## config.mk

```make
export PLATFORM = sky130hd
export DESIGN_NAME = upi_ctrl
export DESIGN_NICKNAME = d
export VERILOG_FILES = /design/src/sv/upi_pkg.sv /design/src/sv/upi_ctrl.sv
export SDC_FILE = /design/constraint.sdc
export NUM_CORES = 1
export LEC_CHECK = 0
export BUFFER_PORTS_ARGS = -buffer_cell sky130_fd_sc_hd__buf_2
export CORE_UTILIZATION = 50
export DETAILED_ROUTE_END_ITERATION = 7
export PLACE_DENSITY = 0.76
export SLEW_MARGIN = 20
export SYNTH_ARGS = -nofsm -noshare
export SYNTH_HDL_FRONTEND = slang
export SYNTH_SLANG_ARGS = --single-unit
```

## constraint.sdc

```tcl
create_clock -name clk -period 3.73 [get_ports clk]
set_input_delay 0.746 -clock clk [delete_from_list [all_inputs] [get_ports clk]]
set_output_delay 0.746 -clock clk [all_outputs]
set_load 0.02 [all_outputs]
```

## src/sv/upi_pkg.sv

```systemverilog
// ----------------------------------------------------------------------------
// upi_pkg: shared types and constants of the unicycle pose integrator
// Register map, command bundle, CORDIC arctangent table and the fixed
// arithmetic widths of the motion update.
// ----------------------------------------------------------------------------
package upi_pkg;

  // Field widths (fixed by the interface)
  localparam int INTERVAL_W = 10;
  localparam int START_W    = 32;
  localparam int HDG_W      = 16;
  localparam int SPEED_W    = 16;
  localparam int OUT_POS_W  = 32;

  // Configuration port
  localparam int CFG_DATA_W = 32;
  localparam int CFG_IDX_W  = 2;

  typedef enum logic [CFG_IDX_W-1:0] {
    REG_INTERVAL      = 2'd0,
    REG_START_X       = 2'd1,
    REG_START_Y       = 2'd2,
    REG_START_HEADING = 2'd3
  } cfg_reg_t;

  localparam logic [INTERVAL_W-1:0] INTERVAL_RESET = 10'd50;

  typedef struct packed {
    logic        [INTERVAL_W-1:0] interval_ms;
    logic signed [START_W-1:0]    start_x;
    logic signed [START_W-1:0]    start_y;
    logic signed [HDG_W-1:0]      start_heading;
  } cfg_t;

  // CORDIC: 32-bit binary angle (2^31 = pi), Q30 vector
  localparam int ATAN_N = 24;
  localparam int IDX_W  = 5;
  localparam int CW     = 34;
  localparam logic [31:0] ATAN_TAB [ATAN_N] = '{
    32'd536870912, 32'd316933406, 32'd167458907, 32'd85004756,
    32'd42667331,  32'd21354465,  32'd10679838,  32'd5340245,
    32'd2670163,   32'd1335087,   32'd667544,    32'd333772,
    32'd166886,    32'd83443,     32'd41722,     32'd20861,
    32'd10430,     32'd5215,      32'd2608,      32'd1304,
    32'd652,       32'd326,       32'd163,       32'd81
  };
  localparam logic signed [CW-1:0] CORDIC_K    = 34'sd652032874;
  localparam logic signed [CW-1:0] ANG_HALF_PI = 34'sd1073741824;
  localparam logic signed [CW-1:0] ANG_PI      = 34'sd2147483648;

  // Velocity times interval, and the products after the CORDIC
  localparam int VD_W   = SPEED_W + INTERVAL_W + 1;
  localparam int PW     = CW + VD_W;
  localparam int GAIN_W = 26;
  localparam int PH_W   = VD_W + GAIN_W;
  // round(2^48 / (4096000 * pi))
  localparam logic signed [GAIN_W-1:0] HDG_GAIN = 26'sd21874089;

  // Position step: round(p / (1000 * 2^22)), half away from zero.
  // Divide by 1000 = multiply by ceil(2^45 / 1000), exact for any 36-bit
  // dividend; done as two 18-bit halves, low half first, then high half.
  localparam int POS_SHIFT = 22;
  localparam logic signed [PW-1:0] POS_HALF = 61'sd2097152000;
  localparam int DIV_W     = 36;
  localparam int HALF_W    = DIV_W / 2;
  localparam int RCP_W     = 36;
  localparam int RCP_SHIFT = 45;
  localparam logic [RCP_W-1:0] RCP_1000 = 36'd35184372089;
  localparam int PP_W      = HALF_W + RCP_W;
  localparam int ACC_W     = DIV_W + RCP_W;
  localparam int QUO_W     = ACC_W - RCP_SHIFT;
  localparam int DIV_STEPS = 2;

  // Controller to datapath commands
  typedef struct packed {
    logic             start;
    logic             rotate;
    logic [IDX_W-1:0] idx;
    logic             product;
    logic             round;
    logic             div_step;
    logic             commit;
    logic             reload;
  } cmd_t;

endpackage

```

## src/sv/upi_ctrl.sv

```systemverilog
// ----------------------------------------------------------------------------
// upi_ctrl: sequencer of the pose integrator
// Walks an advance through rotate, product, round, divide and commit, and a
// restart straight to commit; owns the input and output handshakes.
// ----------------------------------------------------------------------------
module upi_ctrl #(
  parameter int CORDIC_STEPS = 16
) (
  input  logic          clk,
  input  logic          rst,
  input  logic          in_valid,
  output logic          in_ready,
  input  logic          operation,
  output logic          out_valid,
  input  logic          out_ready,
  output upi_pkg::cmd_t cmd
);
  import upi_pkg::*;

  localparam int STEPS = (CORDIC_STEPS < ATAN_N) ? CORDIC_STEPS : ATAN_N;
  localparam logic [IDX_W-1:0] LAST_ROT = IDX_W'(STEPS - 1);
  localparam logic [IDX_W-1:0] LAST_DIV = IDX_W'(DIV_STEPS - 1);

  typedef enum logic [5:0] {
    S_IDLE    = 6'b000001,
    S_ROTATE  = 6'b000010,
    S_PRODUCT = 6'b000100,
    S_ROUND   = 6'b001000,
    S_DIVIDE  = 6'b010000,
    S_DONE    = 6'b100000
  } state_t;

  state_t           state, state_next;
  logic [IDX_W-1:0] cnt, cnt_next;
  logic             reload, reload_next;
  logic             out_valid_next;
  logic             out_free;

  always_ff @(posedge clk) begin
    if (rst) begin
      state     <= S_IDLE;
      cnt       <= '0;
      reload    <= 1'b0;
      out_valid <= 1'b0;
    end else begin
      state     <= state_next;
      cnt       <= cnt_next;
      reload    <= reload_next;
      out_valid <= out_valid_next;
    end
  end

  assign out_free = !out_valid || out_ready;
  assign in_ready = (state == S_IDLE);

  always_comb begin
    state_next  = state;
    cnt_next    = cnt;
    reload_next = reload;
    cmd         = '0;
    cmd.idx     = cnt;
    cmd.reload  = reload;
    unique case (state)
      S_IDLE: begin
        if (in_valid) begin
          cmd.start   = 1'b1;
          cnt_next    = '0;
          reload_next = operation;
          state_next  = operation ? S_DONE : S_ROTATE;
        end
      end
      S_ROTATE: begin
        cmd.rotate = 1'b1;
        cnt_next   = cnt + 1'b1;
        if (cnt == LAST_ROT) state_next = S_PRODUCT;
      end
      S_PRODUCT: begin
        cmd.product = 1'b1;
        state_next  = S_ROUND;
      end
      S_ROUND: begin
        cmd.round  = 1'b1;
        cnt_next   = '0;
        state_next = S_DIVIDE;
      end
      S_DIVIDE: begin
        cmd.div_step = 1'b1;
        cnt_next     = cnt + 1'b1;
        if (cnt == LAST_DIV) state_next = S_DONE;
      end
      S_DONE: begin
        // hold the finished pose until the output beat is free
        if (out_free) begin
          cmd.commit = 1'b1;
          state_next = S_IDLE;
        end
      end
      default: state_next = S_IDLE;
    endcase
    if (cmd.commit) out_valid_next = 1'b1;
    else if (out_ready) out_valid_next = 1'b0;
    else out_valid_next = out_valid;
  end

`ifndef SYNTH
  a_no_overwrite: assert property (@(posedge clk) disable iff (rst)
    cmd.commit |-> (!out_valid || out_ready))
    else $error("pose committed over an untaken result");
  a_valid_from_commit: assert property (@(posedge clk) disable iff (rst)
    $rose(out_valid) |-> $past(cmd.commit))
    else $error("result shown without a commit");
  a_reload_path: assert property (@(posedge clk) disable iff (rst)
    (in_valid && in_ready && operation) |=> (cmd.reload && state == S_DONE))
    else $error("restart did not go straight to commit");
  a_rot_bound: assert property (@(posedge clk) disable iff (rst)
    (state == S_ROTATE) |-> (cnt <= LAST_ROT))
    else $error("CORDIC step index past last step");
`endif

endmodule

```

# ---- After elaboration in Yosys (flattened, before gate mapping)
# Index checks and enable logic that the tools add are counted.
dict set report word_totals {
  inputBits 5
  register_bits 13
  out_inout_bits 14
}
dict set report op_classes {
  addsub 1
  muxes 18
  n_eq_ne 12
  n_reduce_logical 8
}
# operator n
set op_table {}
lappend op_table {{6-bit case mux with 6 select lines} 1}
lappend op_table {{6-bit two-way mux} 5}
lappend op_table {{5-bit case mux with 3 select lines} 1}
lappend op_table {{1-bit two-way mux} 10}
lappend op_table {{2-bit != test (second input constant)} 4}
lappend op_table {{6-bit by 1-bit == test with 1-bit output (second input constant)} 1}
lappend op_table {{6-bit by 2-bit == test with 1-bit output (second input constant)} 1}
lappend op_table {{6-bit by 3-bit == test with 1-bit output (second input constant)} 1}
lappend op_table {{6-bit by 4-bit == test with 1-bit output (second input constant)} 1}
lappend op_table {{6-bit by 5-bit == test with 1-bit output (second input constant)} 1}
lappend op_table {{6-bit == test (second input constant)} 1}
lappend op_table {{5-bit by 1-bit adder with 5-bit output (second input constant)} 1}
lappend op_table {{5-bit by 1-bit == test with 1-bit output (second input constant)} 1}
lappend op_table {{5-bit by 4-bit == test with 1-bit output (second input constant)} 1}
lappend op_table {{5-bit two-way mux} 1}
lappend op_table {{2-bit AND reduction} 2}
lappend op_table {{4-bit AND reduction} 1}
lappend op_table {{3-bit nonzero test} 1}
lappend op_table {{2-bit nonzero test} 1}
lappend op_table {{2-bit OR reduction} 1}
lappend op_table {{1-bit zero test} 1}
lappend op_table {{1-bit logical OR} 1}

# ---- Logic depth before layout (Yosys ltp)
# Gate-level depths: netlist of run 1.
dict set report depth {
  word_depth 5
  mapped_depth 6
  ltp_nobuf 6
}

# ---- Worst setup path after synthesis of run 1
# No wires, ideal clock.
dict set report synth_path {
  path_type {reg2out}
  startpoint {reg state[2]}
  endpoint {out in_ready}
  t_required_ps 2984
  t_arrival_ps 1215
  path_buffers 1
  path_stages_with_launch 4
  slack_ps 1769
  path_cell_list {dfxtp_1 > buf_6 > or4_4 > nor2_2}
}
dict set report synth_via {
  elab_chain_cells 1
}
# item line_no
set synth_lines {}
lappend synth_lines {{from (decl)} upi_ctrl.sv:33} ;# state_t state, state_next;
lappend synth_lines {{from (signal assigned)} upi_ctrl.sv:46} ;# state <= state_next;
lappend synth_lines {{6-bit by 1-bit == test with 1-bit output} upi_ctrl.sv:54} ;# assign in_ready = (state == S_IDLE);
lappend synth_lines {{to (decl)} upi_ctrl.sv:12} ;# output logic in_ready,
# No other way between the ends.

==> metrics, run 1 <==
DR WL/cell=13.96 um; final WL=1.647 mm; Hold-fix buffers, CTS=0; layout cell share with drive strength beyond 1=0.2549; Unique masters post-synth=38; CTS Root Cell=clkbuf_4; # rows=14; post-CTS sizing=0; Sink Count=13; CP arrival=1670 ps; Post-DRT Antenna Nets=0; H-tree levels=1; first-pass GRT wire length=2.704 mm; max-slew violation count=0; outcome=completed; fmax=414.3 MHz; Worst R2R Setup Slack=2070 ps; Tmin final=2413 ps; initial drt markers=6; Post-CTS Setup Bufs=0; Vias=672; vias in the first global route=596; I/O Pins=19; post-DP HPWL=roughly 1.2 mm; area of the multi-input gates=around 460 sq um; Die H=about 43 um; HP Class=flop to flop; Max Buffers Root-to-Sink=2; Die W=42.70 um; Post-synth top flop=dfxtp_1; CTS clk-pin slew, worst paths=80 ps; Setup Skew=7.869 ps; fraction of registers with async set/reset=0; crit path max fanout=11; setup_tns=0 ps; WP data required=~3000 ps; initial antenna violation count=0; #FFs+latches synth=13; unrepaired setup endpoints after global routing=no; Synth Warn #=0; Setup WS post-layout=1317 ps; P per Cell Area=approximately 350 mW/mm^2; 1st-pass router iterations=4; number of CTS-inserted buffers=3; Avg Inst Size Synth=9.307 sq um; Fill cells=141; Slew HR=0.7189; TritonCTS clock tree=yes; critical path endpoint category=output port; EDFF count, synth=0; post-route clock period utilization=0.6470; GR Overflow Total=0; Crit Path Category=flop to output port; commonest non-fill, non-tap cell in the layout=buf_2; CP Launch Type=flop; Final Hold Vio Count=0; Leakage=roughly 0.00044 uW; Mapped Area=828.3 sq um; register area=260.3 sq um; Final Wtd Congestion=0.7722; largest net degree at the start of global routing=12; GR Util All Layers=0.1965; Worst VDD drop=0.2421 mV; Mapped Cells=just under 90; die area=between 0.0015 and 0.002 sq mm; antenna cells=0; Area Overhead vs Synth=6.042%; sequential fraction of the synthesis area=0.3142; Clock Latency Late Sink=roughly 280 ps; Max-Cap Viols=0; vias per cell=5.695; Worst-Margin Slew=421.0 ps; Worst Setup Slack post-DPL=1633 ps; initial core utilization=0.5435; core footprint=0.001524 sq mm; fin nets=111; port bufs=18; most frequent cells in the layout=buf_2, dfxtp_1, inv_1; number of remaining DRC errors=0; Post-Syn Nets=97; Final Setup Violations=0
-- cell usage after synthesis (2+ instances only) --
master	count	area, sq um
dfxtp_1	13	260.3
inv_1	7	26.28
nor2_1	5	18.77
nor3_1	5	25.02
a21oi_1	3	15.01
buf_4	3	22.52
buf_6	3	33.78
ha_1	3	37.54
nand3b_1	3	22.52
nor2b_1	3	18.77
nor3b_1	3	22.52
o2bb2ai_1	3	26.28
xor2_1	3	26.28
a22oi_1	2	15.01
and3_1	2	12.51
buf_2	2	10.01
nand2b_1	2	12.51
nand3_1	2	10.01
nor4_1	2	12.51
o21ai_0	2	10.01
-- per-layer routing --
layer,part of all wire,vias up,GRT usage
li1,-,342,-
met1,0.43,319,0.2427
met2,0.54,11,0.3333
met3,0.032,0,0.06383
met4,0,0,0.03750
met5,0,-,0
-- flip-flops by register name (all words and copies together), names as in the netlist --
name	cells
out_valid	1
state	6
cnt	5
reload	1
-- kinds of logic (layout without fill, tap and decap cells) --
family,Yosys count,in the layout,share of synthesized area
buf+inv,16,29,0.1360
flops,13,13,0.3142
simple gates,35,35,0.2825
xor+xnor,3,3,0.03173
fa+ha+maj,3,3,0.04532
mux,1,1,0.01209
compound gates,18,18,0.1783
-- power breakdown --
part / internal [uW] / leakage, uW / switching [uW]
clock: 41.4 / 0.0000150 / 46.5
combinational: 26.6 / 0.000320 / 37.0
sequential: 144 / 0.000105 / 9.23
total: 212 / 0.000441 / 92.7
-- cell type report --
class                   count  area share
inverters                   7     0.02991
flip-flops and latches     13      0.2963
repair buffers             18      0.1026
multi-input cells          60      0.5185
well taps                  16     0.02279
clock buffers               4     0.02991
-- metrics by stage --
| step | instance area, sq um | hold WS (ps) | instances | total power, uW | utilization |
|---|---|---|---|---|---|
| finish | 878.3 | 501.6 | 118 | 304.6 | 0.5764 |
| global placement | 852.1 | 471.9 | 114 | 218.1 | 0.5591 |
| floorplan | 828.3 | 461.7 | 89 | 210.7 | - |
| CTS | 878.3 | 507.8 | 118 | 307.1 | 0.5764 |
| global route | 878.3 | 534.9 | 118 | 320.9 | 0.5764 |
| detailed placement | 852.1 | 487.3 | 114 | 219.7 | 0.5591 |
-- path summary, 6_finish.rpt --
check        cells past startpoint                   to             startpoint
max                              3              cmd[11]  state[3]$_SDFFE_PP0P_
min                              1  cnt[4]$_SDFFE_PP0P_    cnt[4]$_SDFFE_PP0P_
max reg2reg                      4  cnt[2]$_SDFFE_PP0P_  state[3]$_SDFFE_PP0P_
min reg2reg                      1  cnt[4]$_SDFFE_PP0P_    cnt[4]$_SDFFE_PP0P_
-- worst max-delay path: stages (launching register included) --
cell and delay (ps):
dfxtp_1 430, nor4_1 380, and3_1 360, buf_2 210
Power figures use the tool's default switching activity.
==> run 2, diff against run 1 <==
--- a/config.mk
+++ b/config.mk
@@ -6,9 +6,9 @@
 export NUM_CORES = 1
 export LEC_CHECK = 0
 export BUFFER_PORTS_ARGS = -buffer_cell sky130_fd_sc_hd__buf_2
-export CORE_UTILIZATION = 50
+export CORE_UTILIZATION = 46
 export DETAILED_ROUTE_END_ITERATION = 7
-export PLACE_DENSITY = 0.76
+export PLACE_DENSITY = 0.73
 export SLEW_MARGIN = 20
 export SYNTH_ARGS = -nofsm -noshare
 export SYNTH_HDL_FRONTEND = slang
==> constraint.sdc (replaced) <==
create_clock -name clk -period 2.2 [get_ports clk]
set_input_delay 0.44 -clock clk [delete_from_list [all_inputs] [get_ports clk]]
set_output_delay 0.44 -clock clk [all_outputs]
set_load 0.02 [all_outputs]
==> metrics, run 2 (synthesized netlist as in run 1, its figures left out) <==
post-route clock period utilization=0.9353; P per Cell Area=580.2 mW/mm^2 (+67%); 1st-pass router iterations=5 (+1); outcome=completed; area of the multi-input gates=461.7 sq um (+1.4%); fin nets=111 (unchanged); Clock Latency Late Sink=280 ps (about the same); fin util=0.5612 (-0.01513); setup_tns=0 ps (unchanged); number of remaining DRC errors=0 (unchanged); WP data required=1760 ps (-1220 ps); largest net degree at the start of global routing=12 (unchanged); number of CTS-inserted buffers=3 (unchanged); antenna cells=0 (unchanged); first-pass GRT wire length=2.753 mm (+1.8%); critical path endpoint category=output port; Die H=44.44 um (+4.1%); register area=260.3 sq um (unchanged); Vias=671 (-0.15%); HP Class=input pin to flop; post-DP HPWL=1.232 mm (-0.46%); CP Launch Type=flop; Die W=44.44 um (+4.1%); Worst Setup Slack post-DPL=455.7 ps (-1177 ps); Area Overhead vs Synth=8.006%; DR WL/cell=13.29 um (-4.8%); fmax=between 400 and 500 MHz; GR Util All Layers=0.1902 (-0.006266); H-tree levels=1 (unchanged); Leakage=0.0004423 uW (+0.35%); GR Overflow Total=0 (unchanged); Largest register FFs=6 (unchanged); CTS Root Cell=clkbuf_4; vias in the first global route=636 (+6.7%); initial drt markers=14 (+8); register with the most flip-flops=state; Final Wtd Congestion=0.8192 (+6.1%); TritonCTS clock tree=yes; Final Hold Vio Count=0 (unchanged); final WL=1.675 mm (+1.7%); commonest non-fill, non-tap cell in the layout=buf_2; Post-CTS Setup Bufs=0 (unchanged); Max-Cap Viols=0 (unchanged); core footprint=0.001594 sq mm (+4.6%); Tmin final=2058 ps; Fill cells=150 (+6.4%); vias per cell=5.325 (-6.5%); CP arrival=1620 ps (-50 ps); max-slew violation count=0 (unchanged); port bufs=18 (unchanged); most frequent cells in the layout=buf_2, dfxtp_1, inv_1; Worst-Margin Slew=472.7 ps (+51.72 ps); Max Buffers Root-to-Sink=2 (unchanged); die area=0.001974 sq mm (+8.3%); unrepaired setup endpoints after global routing=no; Slew HR=0.6804 (-0.03854); Setup Skew=0.6093 ps (-7.260 ps); CTS clk-pin slew, worst paths=80 ps (about the same); layout cell share with drive strength beyond 1=0.2647 (+0.009804); Post-DRT Antenna Nets=0 (unchanged); Crit Path Category=flop to output port; Largest regs=state: 6 flops, cnt: 5 flops; initial core utilization=0.5196 (-0.02389); Sink Count=13 (unchanged); I/O Pins=19 (unchanged); # rows=14 (unchanged); initial antenna violation count=0 (unchanged); Worst VDD drop=0.2941 mV (+21%); crit path max fanout=11 (unchanged); Final Setup Violations=0 (unchanged); Setup WS post-layout=142.3 ps (-1174 ps)
-- run 2: stage by stage --
| stage | cell area (sq um) | power (uW) | instances | hold slack [ps] |
|---|---|---|---|---|
| final | 894.6 | 519.0 | 126 | 454.0 |
| after CTS | 888.4 | 521.0 | 126 | 452.8 |
| after floorplan | 828.3 | 357.2 | 89 | 461.7 |
| after global placement | 862.1 | 368.8 | 122 | 473.1 |
| after detailed placement | 862.1 | 371.6 | 122 | 501.4 |
| after global routing | 894.6 | 547.7 | 126 | 460.4 |
-- run 2: path summary, 6_finish.rpt --
| check | depth (start not counted) | to | startpoint | slack (ps) |
|---|---|---|---|---|
| setup / recovery | 3 | in_ready | state[3]$_SDFFE_PP0P_ | 140 |
| hold / removal | 2 | state[4]$_SDFFE_PP0P_ | rst | 450 |
| setup reg to reg | 5 | state[3]$_SDFFE_PP0P_ | cnt[0]$_SDFFE_PP0P_ | 530 |
| hold reg to reg | 1 | cnt[4]$_SDFFE_PP0P_ | cnt[4]$_SDFFE_PP0P_ | 520 |
-- run 2: critical path, stage by stage (launching register included) --
cell and delay, ps:
dfxtp_1 430, or4_4 580, nor2_2 150, buf_2 180
-- run 2: cell type report --
type	count	share of cell area
multi-input combinational	60	0.5161
inverter	7	0.02937
clock buffer	4	0.02937
sequential	13	0.2909
timing repair buffer	18	0.1007
tap	24	0.03357
-- run 2: repair_timing --
action,CTS,global route
hold buffers,0,0
resized for setup,0,1
setup endpoints to repair,0,1
-- run 2: routing by layer --
layer	GRT usage	part of all wire	vias up
li1	-	-	343
met1	0.2211	0.45	308
met2	0.3382	0.50	18
met3	0.04082	0.039	2
met4	0.07273	0.0084	0
met5	0	0	-
-- run 2: power breakdown --
| part | switching (uW) | internal (uW) | total, uW |
|---|---|---|---|
| Clock | 82.0 | 70.4 | 152 |
| Combinational | 61.4 | 45.8 | 107 |
| Sequential | 15.7 | 244 | 259 |
| Total | 159 | 360 | 519 |
