`src/sv/upi_pkg.sv`:
```
// ----------------------------------------------------------------------------
// upi_pkg: shared types and constants of the unicycle pose integrator
// Register map, command bundle, CORDIC arctangent table and the fixed
// arithmetic widths of the motion update.
// ----------------------------------------------------------------------------
package upi_pkg;

  // Field widths (fixed by the interface)
  localparam int INTERVAL_W = 10;
  localparam int START_W    = 32;
  localparam int HDG_W      = 16;
  localparam int SPEED_W    = 16;
  localparam int OUT_POS_W  = 32;

  // Configuration port
  localparam int CFG_DATA_W = 32;
  localparam int CFG_IDX_W  = 2;

  typedef enum logic [CFG_IDX_W-1:0] {
    REG_INTERVAL      = 2'd0,
    REG_START_X       = 2'd1,
    REG_START_Y       = 2'd2,
    REG_START_HEADING = 2'd3
  } cfg_reg_t;

  localparam logic [INTERVAL_W-1:0] INTERVAL_RESET = 10'd50;

  typedef struct packed {
    logic        [INTERVAL_W-1:0] interval_ms;
    logic signed [START_W-1:0]    start_x;
    logic signed [START_W-1:0]    start_y;
    logic signed [HDG_W-1:0]      start_heading;
  } cfg_t;

  // CORDIC: 32-bit binary angle (2^31 = pi), Q30 vector
  localparam int ATAN_N = 24;
  localparam int IDX_W  = 5;
  localparam int CW     = 34;
  localparam logic [31:0] ATAN_TAB [ATAN_N] = '{
    32'd536870912, 32'd316933406, 32'd167458907, 32'd85004756,
    32'd42667331,  32'd21354465,  32'd10679838,  32'd5340245,
    32'd2670163,   32'd1335087,   32'd667544,    32'd333772,
    32'd166886,    32'd83443,     32'd41722,     32'd20861,
    32'd10430,     32'd5215,      32'd2608,      32'd1304,
    32'd652,       32'd326,       32'd163,       32'd81
  };
  localparam logic signed [CW-1:0] CORDIC_K    = 34'sd652032874;
  localparam logic signed [CW-1:0] ANG_HALF_PI = 34'sd1073741824;
  localparam logic signed [CW-1:0] ANG_PI      = 34'sd2147483648;

  // Velocity times interval, and the products after the CORDIC
  localparam int VD_W   = SPEED_W + INTERVAL_W + 1;
  localparam int PW     = CW + VD_W;
  localparam int GAIN_W = 26;
  localparam int PH_W   = VD_W + GAIN_W;
  // round(2^48 / (4096000 * pi))
  localparam logic signed [GAIN_W-1:0] HDG_GAIN = 26'sd21874089;

  // Position step: round(p / (1000 * 2^22)), half away from zero.
  // Divide by 1000 = multiply by ceil(2^45 / 1000), exact for any 36-bit
  // dividend; done as two 18-bit halves, low half first, then high half.
  localparam int POS_SHIFT = 22;
  localparam logic signed [PW-1:0] POS_HALF = 61'sd2097152000;
  localparam int DIV_W     = 36;
  localparam int HALF_W    = DIV_W / 2;
  localparam int RCP_W     = 36;
  localparam int RCP_SHIFT = 45;
  localparam logic [RCP_W-1:0] RCP_1000 = 36'd35184372089;
  localparam int PP_W      = HALF_W + RCP_W;
  localparam int ACC_W     = DIV_W + RCP_W;
  localparam int QUO_W     = ACC_W - RCP_SHIFT;
  localparam int DIV_STEPS = 2;

  // Controller to datapath commands
  typedef struct packed {
    logic             start;
    logic             rotate;
    logic [IDX_W-1:0] idx;
    logic             product;
    logic             round;
    logic             div_step;
    logic             commit;
    logic             reload;
  } cmd_t;

endpackage

```
`src/sv/upi_cfg.sv`:
```
// ----------------------------------------------------------------------------
// upi_cfg: configuration register file
// Interval and start pose, written one register per beat, no read-back.
// ----------------------------------------------------------------------------
module upi_cfg (
  input  logic                            clk,
  input  logic                            rst,
  input  logic                            cfg_we,
  input  logic [upi_pkg::CFG_IDX_W-1:0]   cfg_index,
  input  logic [upi_pkg::CFG_DATA_W-1:0]  cfg_data,
  output upi_pkg::cfg_t                   cfg
);
  import upi_pkg::*;

  cfg_t regs;

  always_ff @(posedge clk) begin
    if (rst) begin
      regs.interval_ms   <= INTERVAL_RESET;
      regs.start_x       <= '0;
      regs.start_y       <= '0;
      regs.start_heading <= '0;
    end else if (cfg_we) begin
      unique case (cfg_reg_t'(cfg_index))
        REG_INTERVAL:      regs.interval_ms   <= cfg_data[INTERVAL_W-1:0];
        REG_START_X:       regs.start_x       <= $signed(cfg_data[START_W-1:0]);
        REG_START_Y:       regs.start_y       <= $signed(cfg_data[START_W-1:0]);
        REG_START_HEADING: regs.start_heading <= $signed(cfg_data[HDG_W-1:0]);
        default: ;
      endcase
    end
  end

  assign cfg = regs;

endmodule

```
`config.mk`:
```
export PLATFORM = sky130hd
export DESIGN_NAME = upi_cfg
export DESIGN_NICKNAME = d
export VERILOG_FILES = /design/src/sv/upi_pkg.sv /design/src/sv/upi_cfg.sv
export SDC_FILE = /design/constraint.sdc
export NUM_CORES = 1
export LEC_CHECK = 0
export ABC_CLOCK_PERIOD_IN_PS = 2700
export BUFFER_PORTS_ARGS = -buffer_cell sky130_fd_sc_hd__buf_2
export CORE_MARGIN = 5
export CORE_UTILIZATION = 50
export DETAILED_ROUTE_END_ITERATION = 10
export PLACE_DENSITY = 0.83
export SLEW_MARGIN = 5
export SYNTH_ARGS = -nofsm -noshare
export SYNTH_HDL_FRONTEND = slang
export SYNTH_SLANG_ARGS = --single-unit
```
`constraint.sdc`:
```
create_clock -name clk -period 2.7 [get_ports clk]
set_input_delay 0.405 -clock clk [delete_from_list [all_inputs] [get_ports clk]]
set_output_delay 0.405 -clock clk [all_outputs]
set_load 0.02 [all_outputs]
```
Yosys cells after proc, flatten, opt, wreduce, memory -nomap -nowiden

Cells that the tools add are included.

Bits of input ports: 37
Logic and storage cells: 12
Output and inout port bits: 90
Register bits: 90

Reduce and logical (&&, ||, !) cells: 5
Equality and inequality tests: 3

Operators by type and width:

| kind                                                                  | number |
|---|---|
| 2-bit AND reduction                                                   | 4 |
| 2-bit equality test, second input constant                            | 2 |
| 2-bit by 1-bit equality test with 1-bit output, second input constant | 1 |
| 2-bit logical NOT                                                     | 1 |

Depth between registers and ports, before layout

Gate-level depths: netlist (run 1).

Depth after elaboration: 2
Depth in mapped cells: 5
Depth with buffers taken out: 2

Worst setup path after synthesis (run 1)

OpenSTA, ideal clock, no wires.

Path kind: input port to flip-flop
From: input rst
To: register regs (netlist bit cfg[36])
Required time: 2,579 ps
Setup slack: 1,519 ps
Arrival time: 1,060 ps
Stages: 5
Library setup time: 121 ps
Path buffers: 3
Path through: buf_2 buf_2 clkbuf_1 nand2b_1 mux2i_1

RTL lines:

| what               | RTL line      | source |
|---|---|---|
| start: declaration | upi_cfg.sv:7  | `input logic rst,` |
| end: declaration   | upi_cfg.sv:15 | `cfg_t regs;` |

Worst setup path after layout (run 1)

From: input cfg_index[1] (netlist bit)
To: register regs (netlist bit cfg[70])

Longest elaborated chain between the ends: 2

RTL lines:

| what                                           | RTL line      | source |
|---|---|---|
| start: declaration                             | upi_cfg.sv:9  | `input logic [upi_pkg::CFG_IDX_W-1:0] cfg_index,` |
| 2-bit by 1-bit equality test with 1-bit output | upi_cfg.sv:24 | `unique case (cfg_reg_t'(cfg_index))` |
| 2-bit AND reduction (no source line)           | -             |  |

No other way between the ends.
A chain may end at the register's enable or synchronous reset.

==> results of run 1 <==
==> how the worst max path moves through the flow <==
stage,to,cells past startpoint,slack [ns],from
2_1_floorplan,cfg[36]$_SDFFE_PP0P_,5,1.52,rst
3_3_place_gp,cfg[64]$_SDFFE_PP0P_,4,0.94,cfg_index[1]
3_5_place_dp,cfg[70]$_SDFFE_PP0P_,4,0.86,cfg_index[1]
4_1_cts,cfg[70]$_SDFFE_PP0P_,4,1.20,cfg_index[1]
5_1_grt,cfg[70]$_SDFFE_PP0P_,4,1.14,cfg_index[1]
6_report,cfg[70]$_SDFFE_PP0P_,4,1.21,cfg_index[1]
==> cell families (layout without fill, tap and decap cells) <==
kind of cell	Yosys count	after routing	synth area share
and+or+nand+nor	130	130	0.2220
muxes	90	90	0.2456
DFF	90	90	0.4911
buffers and inverters	24	144	0.04127
==> cells in the final DEF, fill, tap and decap left out <==
| cell | synthesis | layout |
|---|---|---|
| buf_4 | 3 | 3 |
| nand3_2 | 1 | 1 |
| and3b_2 | 0 | 1 |
| dfxtp_1 | 90 | 90 |
| buf_2 | 4 | 126 |
| or3b_1 | 1 | 1 |
| clkbuf_8 | 0 | 10 |
| clkinv_2 | 0 | 1 |
| nor3b_2 | 1 | 1 |
| bufinv_16 | 0 | 2 |
| nand2b_1 | 119 | 119 |
| nor2_1 | 6 | 6 |
| nand3b_1 | 1 | 1 |
| buf_12 | 0 | 1 |
| clkbuf_1 | 11 | 1 |
| mux2i_1 | 90 | 90 |
==> power by group through the flow <==
stage | combinational (uW) | clock, uW | sequential, uW
2_1_floorplan | 145 | 0 | 1480
3_3_place_gp | 295 | 0 | 1430
3_5_place_dp | 301 | 0 | 1430
4_1_cts | 303 | 990 | 1400
5_1_grt | 325 | 1050 | 1400
6_report | 299 | 972 | 1400
==> synthesized netlist by cell type (all sizes together) <==
cell / n
and3b: 1
nor3b: 1
buf: 13
clkbuf: 11
nand2b: 119
dfxtp: 90
nand3: 1
nor2: 6
or3b: 1
nand3b: 1
mux2i: 90
==> routing by layer <==
metal  up-vias  global-route usage
met2        83              0.2918
li1       1329                   -
met4         0             0.05687
met3         7             0.05841
met1      1231              0.2353
met5         -                   0
==> worst register-to-register path: stages, from the launching register on <==
cell	delay, ns
dfxtp_1	0.37
nand2b_1	0.07
mux2i_1	0.12
==> per-stage QoR <==
step                total power [uW]  area, sq um  hold slack (ns)  instances
CTS                             2692         4522           0.3296        553
finish                          2669         4522           0.3390        553
global route                    2780         4522           0.3338        553
global placement                1723         4315           0.4555        539
floorplan                       1630         3669           0.5456        334
detailed placement              1731         4315           0.4635        539
==> layout make-up <==
type / instances / area [sq um] / area share
clock inverter: 3 / 65.06 / 0.01439
clock buffer: 11 / 141.4 / 0.03127
sequential: 90 / 1802 / 0.3985
multi-input combinational: 220 / 1717 / 0.3796
tap: 99 / 123.9 / 0.02739
timing repair buffer: 130 / 673.1 / 0.1489
==> flow_metrics.py, run 1 <==
metrics = {
    "clock_tree": {
        "clockBufferDepth": 2,
        "holdBufCountCts": 0,
        "cts.repair.resized": 0,
        "clk_pin_slew_worst_paths_ns": 0.09,
        "clock_sinks": 90,
        "cts_made_buffers": 9,
        "cts_root_buffer": "clkbuf_8",
        "insertion_delay_ns": 0.34,
        "cts_tree": "yes",
        "htreeDepth": 3,
        "post_cts_buffers": 0,
    },
    "placement": {
        "dpl_worst_slack_ns": 0.8634,
        "gp_congestion": 0.7418,
        "dp_hpwl_microns": 5764,
        "portBuffers": 126,
    },
    "final_layout": {
        "area_growth_pct": 23.26,
        "largest_reg_flops": 90,
        "n_antenna_cell": 0,
        "fillers": 613,
        "final_layout_size_suffix_gt1_frac": 0.3216,
        "final_core_util": 0.6268,
        "nets": 488,
    },
    "synthesis": {
        "ys_ff_latch": 90,
        "netlist_instances": 334,
        "syn_avg_cell_area_sq_um": 10.98,
        "synth_area_leaders": "dfxtp_1, mux2i_1, nand2b_1",
        "ys_warn_count": 0,
        "ys_seq_area_frac": 0.4911,
        "synth_top_area_share": 0.4911,
        "yosys.cell_types.count": 13,
        "yosysTopAreaCell": "dfxtp_1",
        "syn_nets": 371,
        "syn-cell-area_sq_mm": 0.003669,
    },
    "route": {
        "drt_iter0_drc": 103,
        "wl_met3_microns": 583,
        "drc": 0,
        "ant_nets": 0,
        "wire_per_inst_microns": 14.51,
        "wl_microns": 8026,
        "vias": 2650,
        "routedLengthMet1_microns": 3593,
        "viasPerCell": 4.792,
        "dr.max_layer_used": "met4",
        "firstDrtPassIters": 4,
        "wl_met2_microns": 3770,
    },
    "timing": {
        "timing.fmax_mhz": 669.6,
        "finalCritPeriodShare": 0.5531,
        "post-route-min-period_ns": 1.493,
        "rsz0062_at_grt": "no",
        "hold_viol_final": 0,
        "clock_skew_ns": 0,
        "worst_slew_pin_slew_ns": 0.6193,
        "tns_ns": 0,
        "fin_ws_ns": 1.207,
        "setup-violations-final": 0,
        "slew_headroom": 0.5867,
        "maxSlewViolCount": 0,
    },
    "hold_path": {
        "hold_class": "in -> reg",
        "whs_endpoint": "cfg[81]$_SDFFE_PP1P_",
        "min_path_cells": 3,
        "min_from": "cfg_data[1]",
    },
    "pwr": {
        "power.density_mw_per_mm2": 590.2,
        "irDropWorstVdd_mv": 0.2868,
        "p_sw_uw": 630.5,
        "internal-power_uw": 2038,
        "seqPwrFrac": 0.524,
        "p_leak_uw": 0.002287,
        "swShare": 0.2363,
        "p_comb_frac": 0.112,
        "clock_power_share": 0.364,
    },
    "critical_path": {
        "r2r_cells": 2,
        "worstPathRequired_ns": 2.96,
        "r2r_end": "cfg[15]$_SDFFE_PP0P_",
        "rrSetupSlack_ns": 2.07,
        "startpoint_type": "input port",
        "r2r_start": "cfg[15]$_SDFFE_PP0P_",
        "worstSetupPathType": "in -> reg",
        "arrival_ns": 1.75,
        "crit_family": "simple AND/OR/NAND/NOR gates",
        "max_stage_delay_ns": 0.55,
        "crit_chain": "buf_2, and3b_2, buf_4, mux2i_1",
        "worstPathMaxFanout": 18,
        "cp_slowest_cell": "and3b_2",
        "critPathBufInv": 2,
        "end_kind": "flip-flop",
    },
    "floorplan": {
        "core-area_sq_mm": 0.007214,
        "io_pins": 127,
        "rows": 31,
        "die_w_microns": 95.66,
        "die_area_sq_mm": 0.009150,
        "start_util": 0.5085,
        "die_h_microns": 95.66,
    },
    "global_route": {
        "grt_pass1_vias": 2690,
        "grt_pass1_wl_microns": 13050,
        "antenna_found_initial": 0,
        "grt_overflow": 0,
        "track_usage": 0.1829,
        "grt_max_degree": 61,
    },
    "run": {
        "timing.max_cap.violations": 0,
    },
    "run_status": {
        "status": "complete, no violations",
    },
}
No activity file was read; power rests on OpenSTA's default activity.
==> inputs of run 2 (changes only) <==
- ABC_AREA: default -> 1
- ABC_CLOCK_PERIOD_IN_PS: 2700 -> 1400
- clock period: 2.7 -> 1.4 ns (I/O delays scaled with it)
==> flow_metrics.py, run 2 <==
metrics = {
    "route": {
        "drc": 0,
        "wl_microns": 8709,
        "firstDrtPassIters": 4,
        "viasPerCell": 4.479,
        "vias": 3534,
        "drt_iter0_drc": 93,
        "wire_per_inst_microns": 11.04,
        "ant_nets": 0,
    },
    "synthesis": {
        "synth_edf_count": 0,
        "synth_top_area_share": 0.4910,
        "ys_ff_latch": 90,
        "yosys.cell_types.count": 13,
        "async_reset_ff_frac": 0,
        "yosysTopAreaCell": "dfxtp_1",
        "synth_common_cells": "nand2_1, nor2_1, dfxtp_1, inv_1, buf_2",
        "ys_warn_count": 0,
        "syn-cell-area_sq_mm": 0.003670,
        "synthFlopType": "dfxtp_1",
        "ys_seq_area_frac": 0.4910,
        "synth_area_leaders": "dfxtp_1, nand2_1, nor2_1",
        "synth_most_common_cell": "nand2_1",
        "netlist_instances": 569,
        "syn_avg_cell_area_sq_um": 6.450,
        "syn_nets": 606,
    },
    "clock_tree": {
        "cts_root_buffer": "clkbuf_8",
        "holdBufCountCts": 0,
        "htreeDepth": 3,
        "cts_made_buffers": 9,
        "clockBufferDepth": 2,
        "cts.repair.resized": 0,
        "cts_tree": "yes",
        "clk_pin_slew_worst_paths_ns": 0.09,
        "clock_sinks": 90,
        "insertion_delay_ns": 0.34,
        "post_cts_buffers": 0,
    },
    "critical_path": {
        "worstPathRequired_ns": 1.19,
        "max_stage_delay_ns": 0.38,
        "startpoint_type": "flip-flop",
        "worstPathMaxFanout": 2,
        "worstSetupPathType": "reg -> out",
        "rrSetupSlack_ns": 0.70,
        "arrival_ns": 0.90,
        "crit_family": "flip-flops",
        "crit_chain": "buf_2",
        "critPathBufInv": 1,
        "end_kind": "output pin",
        "cp_slowest_cell": "dfxtp_1",
    },
    "hold_path": {
        "hold_class": "in -> reg",
    },
    "global_route": {
        "grt_pass1_vias": 3236,
        "grt_overflow": 0,
        "antenna_found_initial": 0,
        "grt_max_degree": 91,
        "track_usage": 0.1956,
        "grt_pass1_wl_microns": 14200,
    },
    "pwr": {
        "total_power_uw": 5236,
        "p_leak_uw": 0.002776,
        "irDropWorstVdd_mv": 0.5384,
        "power.density_mw_per_mm2": 1142,
    },
    "timing": {
        "hold_viol_final": 0,
        "slew_headroom": 0.7450,
        "tns_ns": 0,
        "finalCritPeriodShare": 0.7955,
        "rsz0062_at_grt": "no",
        "maxSlewViolCount": 0,
        "setup-violations-final": 0,
        "timing.fmax_mhz": 897.9,
        "worst_slew_pin_slew_ns": 0.3825,
        "clock_skew_ns": 0,
        "post-route-min-period_ns": 1.114,
    },
    "final_layout": {
        "fillers": 657,
        "final_layout_size_suffix_gt1_frac": 0.2203,
        "n_antenna_cell": 0,
        "fin_area_sq_mm": 0.004586,
        "seqCellArea_sq_mm": 0.001802,
        "nets": 723,
        "largest_reg_flops": 90,
        "multi_input_area_sq_mm": 0.001405,
        "area_growth_pct": 24.96,
        "final_core_util": 0.6356,
        "mostFrequentLayoutCell": "nand2_1",
        "layout_common_cells": "nand2_1, nor2_1, buf_2, dfxtp_1, inv_1",
    },
    "placement": {
        "dp_hpwl_microns": 6102,
        "placed_cell_area_sq_mm": 0.004402,
        "portBuffers": 126,
        "gp_congestion": 0.7488,
    },
    "run_status": {
        "status": "complete, no violations",
    },
    "floorplan": {
        "io_pins": 127,
        "start_util": 0.5087,
        "die_h_microns": 95.67,
        "rows": 31,
        "die_area_sq_mm": 0.009153,
        "core-area_sq_mm": 0.007214,
        "die_w_microns": 95.67,
    },
    "run": {
        "timing.max_cap.violations": 0,
    },
}
-- run 2: layout make-up --
cell class              count  share of cell area
multi-input cells         362              0.3064
flip-flops and latches     90              0.3929
repair buffers            133              0.1599
well taps                  99             0.02701
clock inverters             5             0.01228
clock buffers              10             0.02783
inverters                  90             0.07367
-- run 2: cells by family after synthesis --
group	count (synthesis)	share of synthesized area
DFF	90	0.4910
and+or+nand+nor	355	0.3733
AOI/OAI and AO/OA	7	0.009546
buffers and inverters	117	0.1262
-- run 2: worst paths after layout --
check | start | end | cells after the start
worst min-delay path | cfg_data[27] | cfg[75]$_SDFFE_PP0P_ | 3
worst max register to register | cfg[3]$_SDFFE_PP0P_ | cfg[3]$_SDFFE_PP0P_ | 4
worst min register to register | cfg[85]$_SDFFE_PP1P_ | cfg[85]$_SDFFE_PP1P_ | 2
worst max-delay path | cfg[3]$_SDFFE_PP0P_ | cfg[3] | 1
-- run 2: tightest hold or removal path: cells and delay by family --
family                 cells  cell delay (ns)
buffers and inverters      1             0.08
and+or+nand+nor            2             0.12
-- run 2: through the flow --
step | std cells | worst slack (ns) | hold WS (ns)
floorplan | 569 | 0.4748 | 0.3449
global placement | 774 | 0.3544 | 0.4437
detailed placement | 774 | 0.3062 | 0.4430
CTS | 789 | 0.2746 | 0.07804
global route | 789 | 0.2578 | 0.08444
finish | 789 | 0.2862 | 0.09467
-- run 2: report_power, final --
group	leakage, uW	switching [uW]	internal [uW]
registers	0.000737	67.8	2690
clock network	0.0000921	866	813
logic	0.00195	527	268
-- run 2: per-layer routing --
metal | vias up | share of wire | global-route usage
met5 | - | 0 | 0
met4 | 0 | 0.021 | 0.08412
met3 | 19 | 0.088 | 0.06235
met2 | 116 | 0.46 | 0.3266
met1 | 1545 | 0.44 | 0.2296
li1 | 1854 | - | -
==> inputs of run 3 (changes only) <==
- ABC_CLOCK_PERIOD_IN_PS: 1400 -> 900
- CORE_UTILIZATION: 50 -> 45
- PLACE_DENSITY: 0.83 -> 0.79
- clock period: 1.4 -> 0.9 ns (I/O delays scaled with it)
==> flow_metrics.py, run 3 (synthesized netlist as in run 2, its figures left out) <==
metrics = {
    "final_layout": {
        "final_layout_size_suffix_gt1_frac": 0.3690,
        "largest_reg_flops": 90,
        "nets": 744,
        "fin_area_sq_mm": 0.005441,
        "area_growth_pct": 48.28,
        "final-instance-count-excl-fill": 815,
        "layout_common_cells": "nand2_1, nor2_1, dfxtp_2, buf_6, inv_1",
        "mostFrequentLayoutCell": "nand2_1",
        "n_antenna_cell": 0,
    },
    "floorplan": {
        "die_w_microns": 100.3,
        "io_pins": 127,
        "start_util": 0.4535,
        "die_area_sq_mm": 0.01006,
        "die_h_microns": 100.3,
        "core-area_sq_mm": 0.008093,
        "rows": 33,
    },
    "critical_path": {
        "startpoint_type": "flip-flop",
        "worstSetupPathType": "reg -> out",
        "critPathBufInv": 1,
        "max_stage_delay_ns": 0.36,
        "cp_slowest_cell": "dfxtp_2",
        "arrival_ns": 0.82,
        "worstPathMaxFanout": 2,
        "crit_chain": "buf_6",
        "worstPathRequired_ns": 0.76,
        "crit_family": "flip-flops",
        "end_kind": "output pin",
    },
    "route": {
        "routedLengthMet1_microns": 4148,
        "viasPerCell": 4.524,
        "ant_nets": 0,
        "wl_microns": 9975,
        "wl_met3_microns": 867,
        "wire_per_inst_microns": 12.24,
        "vias": 3687,
        "drt_iter0_drc": 145,
        "wl_met2_microns": 4877,
        "firstDrtPassIters": 4,
        "dr.max_layer_used": "met4",
        "drc": 0,
    },
    "timing": {
        "worst_slew_pin_slew_ns": 0.2303,
        "setup-violations-final": 90,
        "rsz0062_at_grt": "yes",
        "post-route-min-period_ns": 0.9533,
        "timing.fmax_mhz": 1049,
        "fin_ws_ns": -0.05333,
        "slew_headroom": 0.8465,
        "hold_viol_final": 0,
        "finalCritPeriodShare": 1.059,
        "clock_skew_ns": 0,
        "whs_ns": 0.02833,
        "maxSlewViolCount": 0,
    },
    "pwr": {
        "clock_power_share": 0.300,
        "total_power_uw": 8531,
        "p_sw_uw": 2324,
        "p_comb_frac": 0.185,
        "internal-power_uw": 6207,
        "power.density_mw_per_mm2": 1568,
        "p_leak_uw": 0.003009,
        "seqPwrFrac": 0.515,
        "swShare": 0.2724,
        "irDropWorstVdd_mv": 0.9728,
    },
    "placement": {
        "portBuffers": 126,
        "gp_congestion": 0.8519,
        "placed_cell_area_sq_mm": 0.004472,
        "dp_hpwl_microns": 6542,
        "dpl_worst_slack_ns": -0.1341,
        "dp.cells": 785,
    },
    "clock_tree": {
        "insertion_delay_ns": 0.34,
        "clockBufferDepth": 2,
        "clock_sinks": 90,
        "clk_pin_slew_worst_paths_ns": 0.08,
        "cts_tree": "yes",
        "cts_root_buffer": "clkbuf_8",
        "cts_made_buffers": 9,
        "htreeDepth": 3,
    },
    "global_route": {
        "grt_pass1_vias": 3459,
        "grt_max_degree": 41,
        "track_usage": 0.1981,
        "antenna_found_initial": 0,
        "grt_overflow": 0,
        "grt_pass1_wl_microns": 16130,
    },
    "run_status": {
        "status": "finished, violations left",
        "violations": "negative setup slack",
    },
    "run": {
        "timing.max_cap.violations": 0,
    },
    "hold_path": {
        "hold_class": "in -> reg",
    },
}
## run 3: changes by cell type in the layout (fill, tap and decap cells not counted), moves of 2 or more
| cell | before | now |
|---|---|---|
| dfxtp_2 | 0 | 90 |
| buf_12 | 4 | 6 |
| buf_4 | 3 | 22 |
| buf_6 | 0 | 90 |
| buf_2 | 126 | 36 |
| dfxtp_1 | 90 | 0 |
## run 3: per-stage QoR
step / util / setup TNS (ns)
after global placement: 0.5526 / -1.729
after global routing: 0.6724 / -7.286
final: 0.6724 / -2.793
after detailed placement: 0.5526 / -3.482
after CTS: 0.6631 / -4.735
after floorplan: - / 0
## run 3: final timing paths
check	slack (ns)	cells after the start	from	to
worst max-delay path	-0.05	1	cfg[19]$_SDFFE_PP0P_	cfg[19]
worst min-delay path	0.03	3	cfg_data[27]	cfg[75]$_SDFFE_PP0P_
worst max register to register	0.03	6	cfg[19]$_SDFFE_PP0P_	cfg[19]$_SDFFE_PP0P_
worst min register to register	0.47	2	cfg[81]$_SDFFE_PP1P_	cfg[81]$_SDFFE_PP1P_
## run 3: layout make-up
type                            instances  area [sq um]
Clock buffer                           11         131.4
Fill cell                             653          2651
Multi-Input combinational cell        362          1405
Inverter                               90         337.8
Clock inverter                          3         42.54
Sequential cell                        90          1914
Timing Repair Buffer                  154          1479
Tap cell                              105         131.4
## run 3: what timing repair did
item,CTS,global route
setup endpoints to repair,90,90
hold buffers,0,0
hold endpoints to repair,0,0
pin swaps,0,0
buffers inserted,6,10
resized for setup,270,1
## run 3: power by group through the flow
| stage | logic, uW | clock network [uW] | registers [uW] |
|---|---|---|---|
| CTS | 1540 | 2620 | 4390 |
| floorplan | 519 | 0 | 4640 |
| finish | 1580 | 2560 | 4390 |
| global route | 1740 | 2810 | 4410 |
| global placement | 1240 | 0 | 4380 |
| detailed placement | 1280 | 0 | 4390 |
## run 3: per-layer routing
layer	up-vias	GRT usage
li1	1900	-
met1	1658	0.2320
met2	120	0.3379
met3	9	0.08339
met4	0	0.04352
met5	-	0
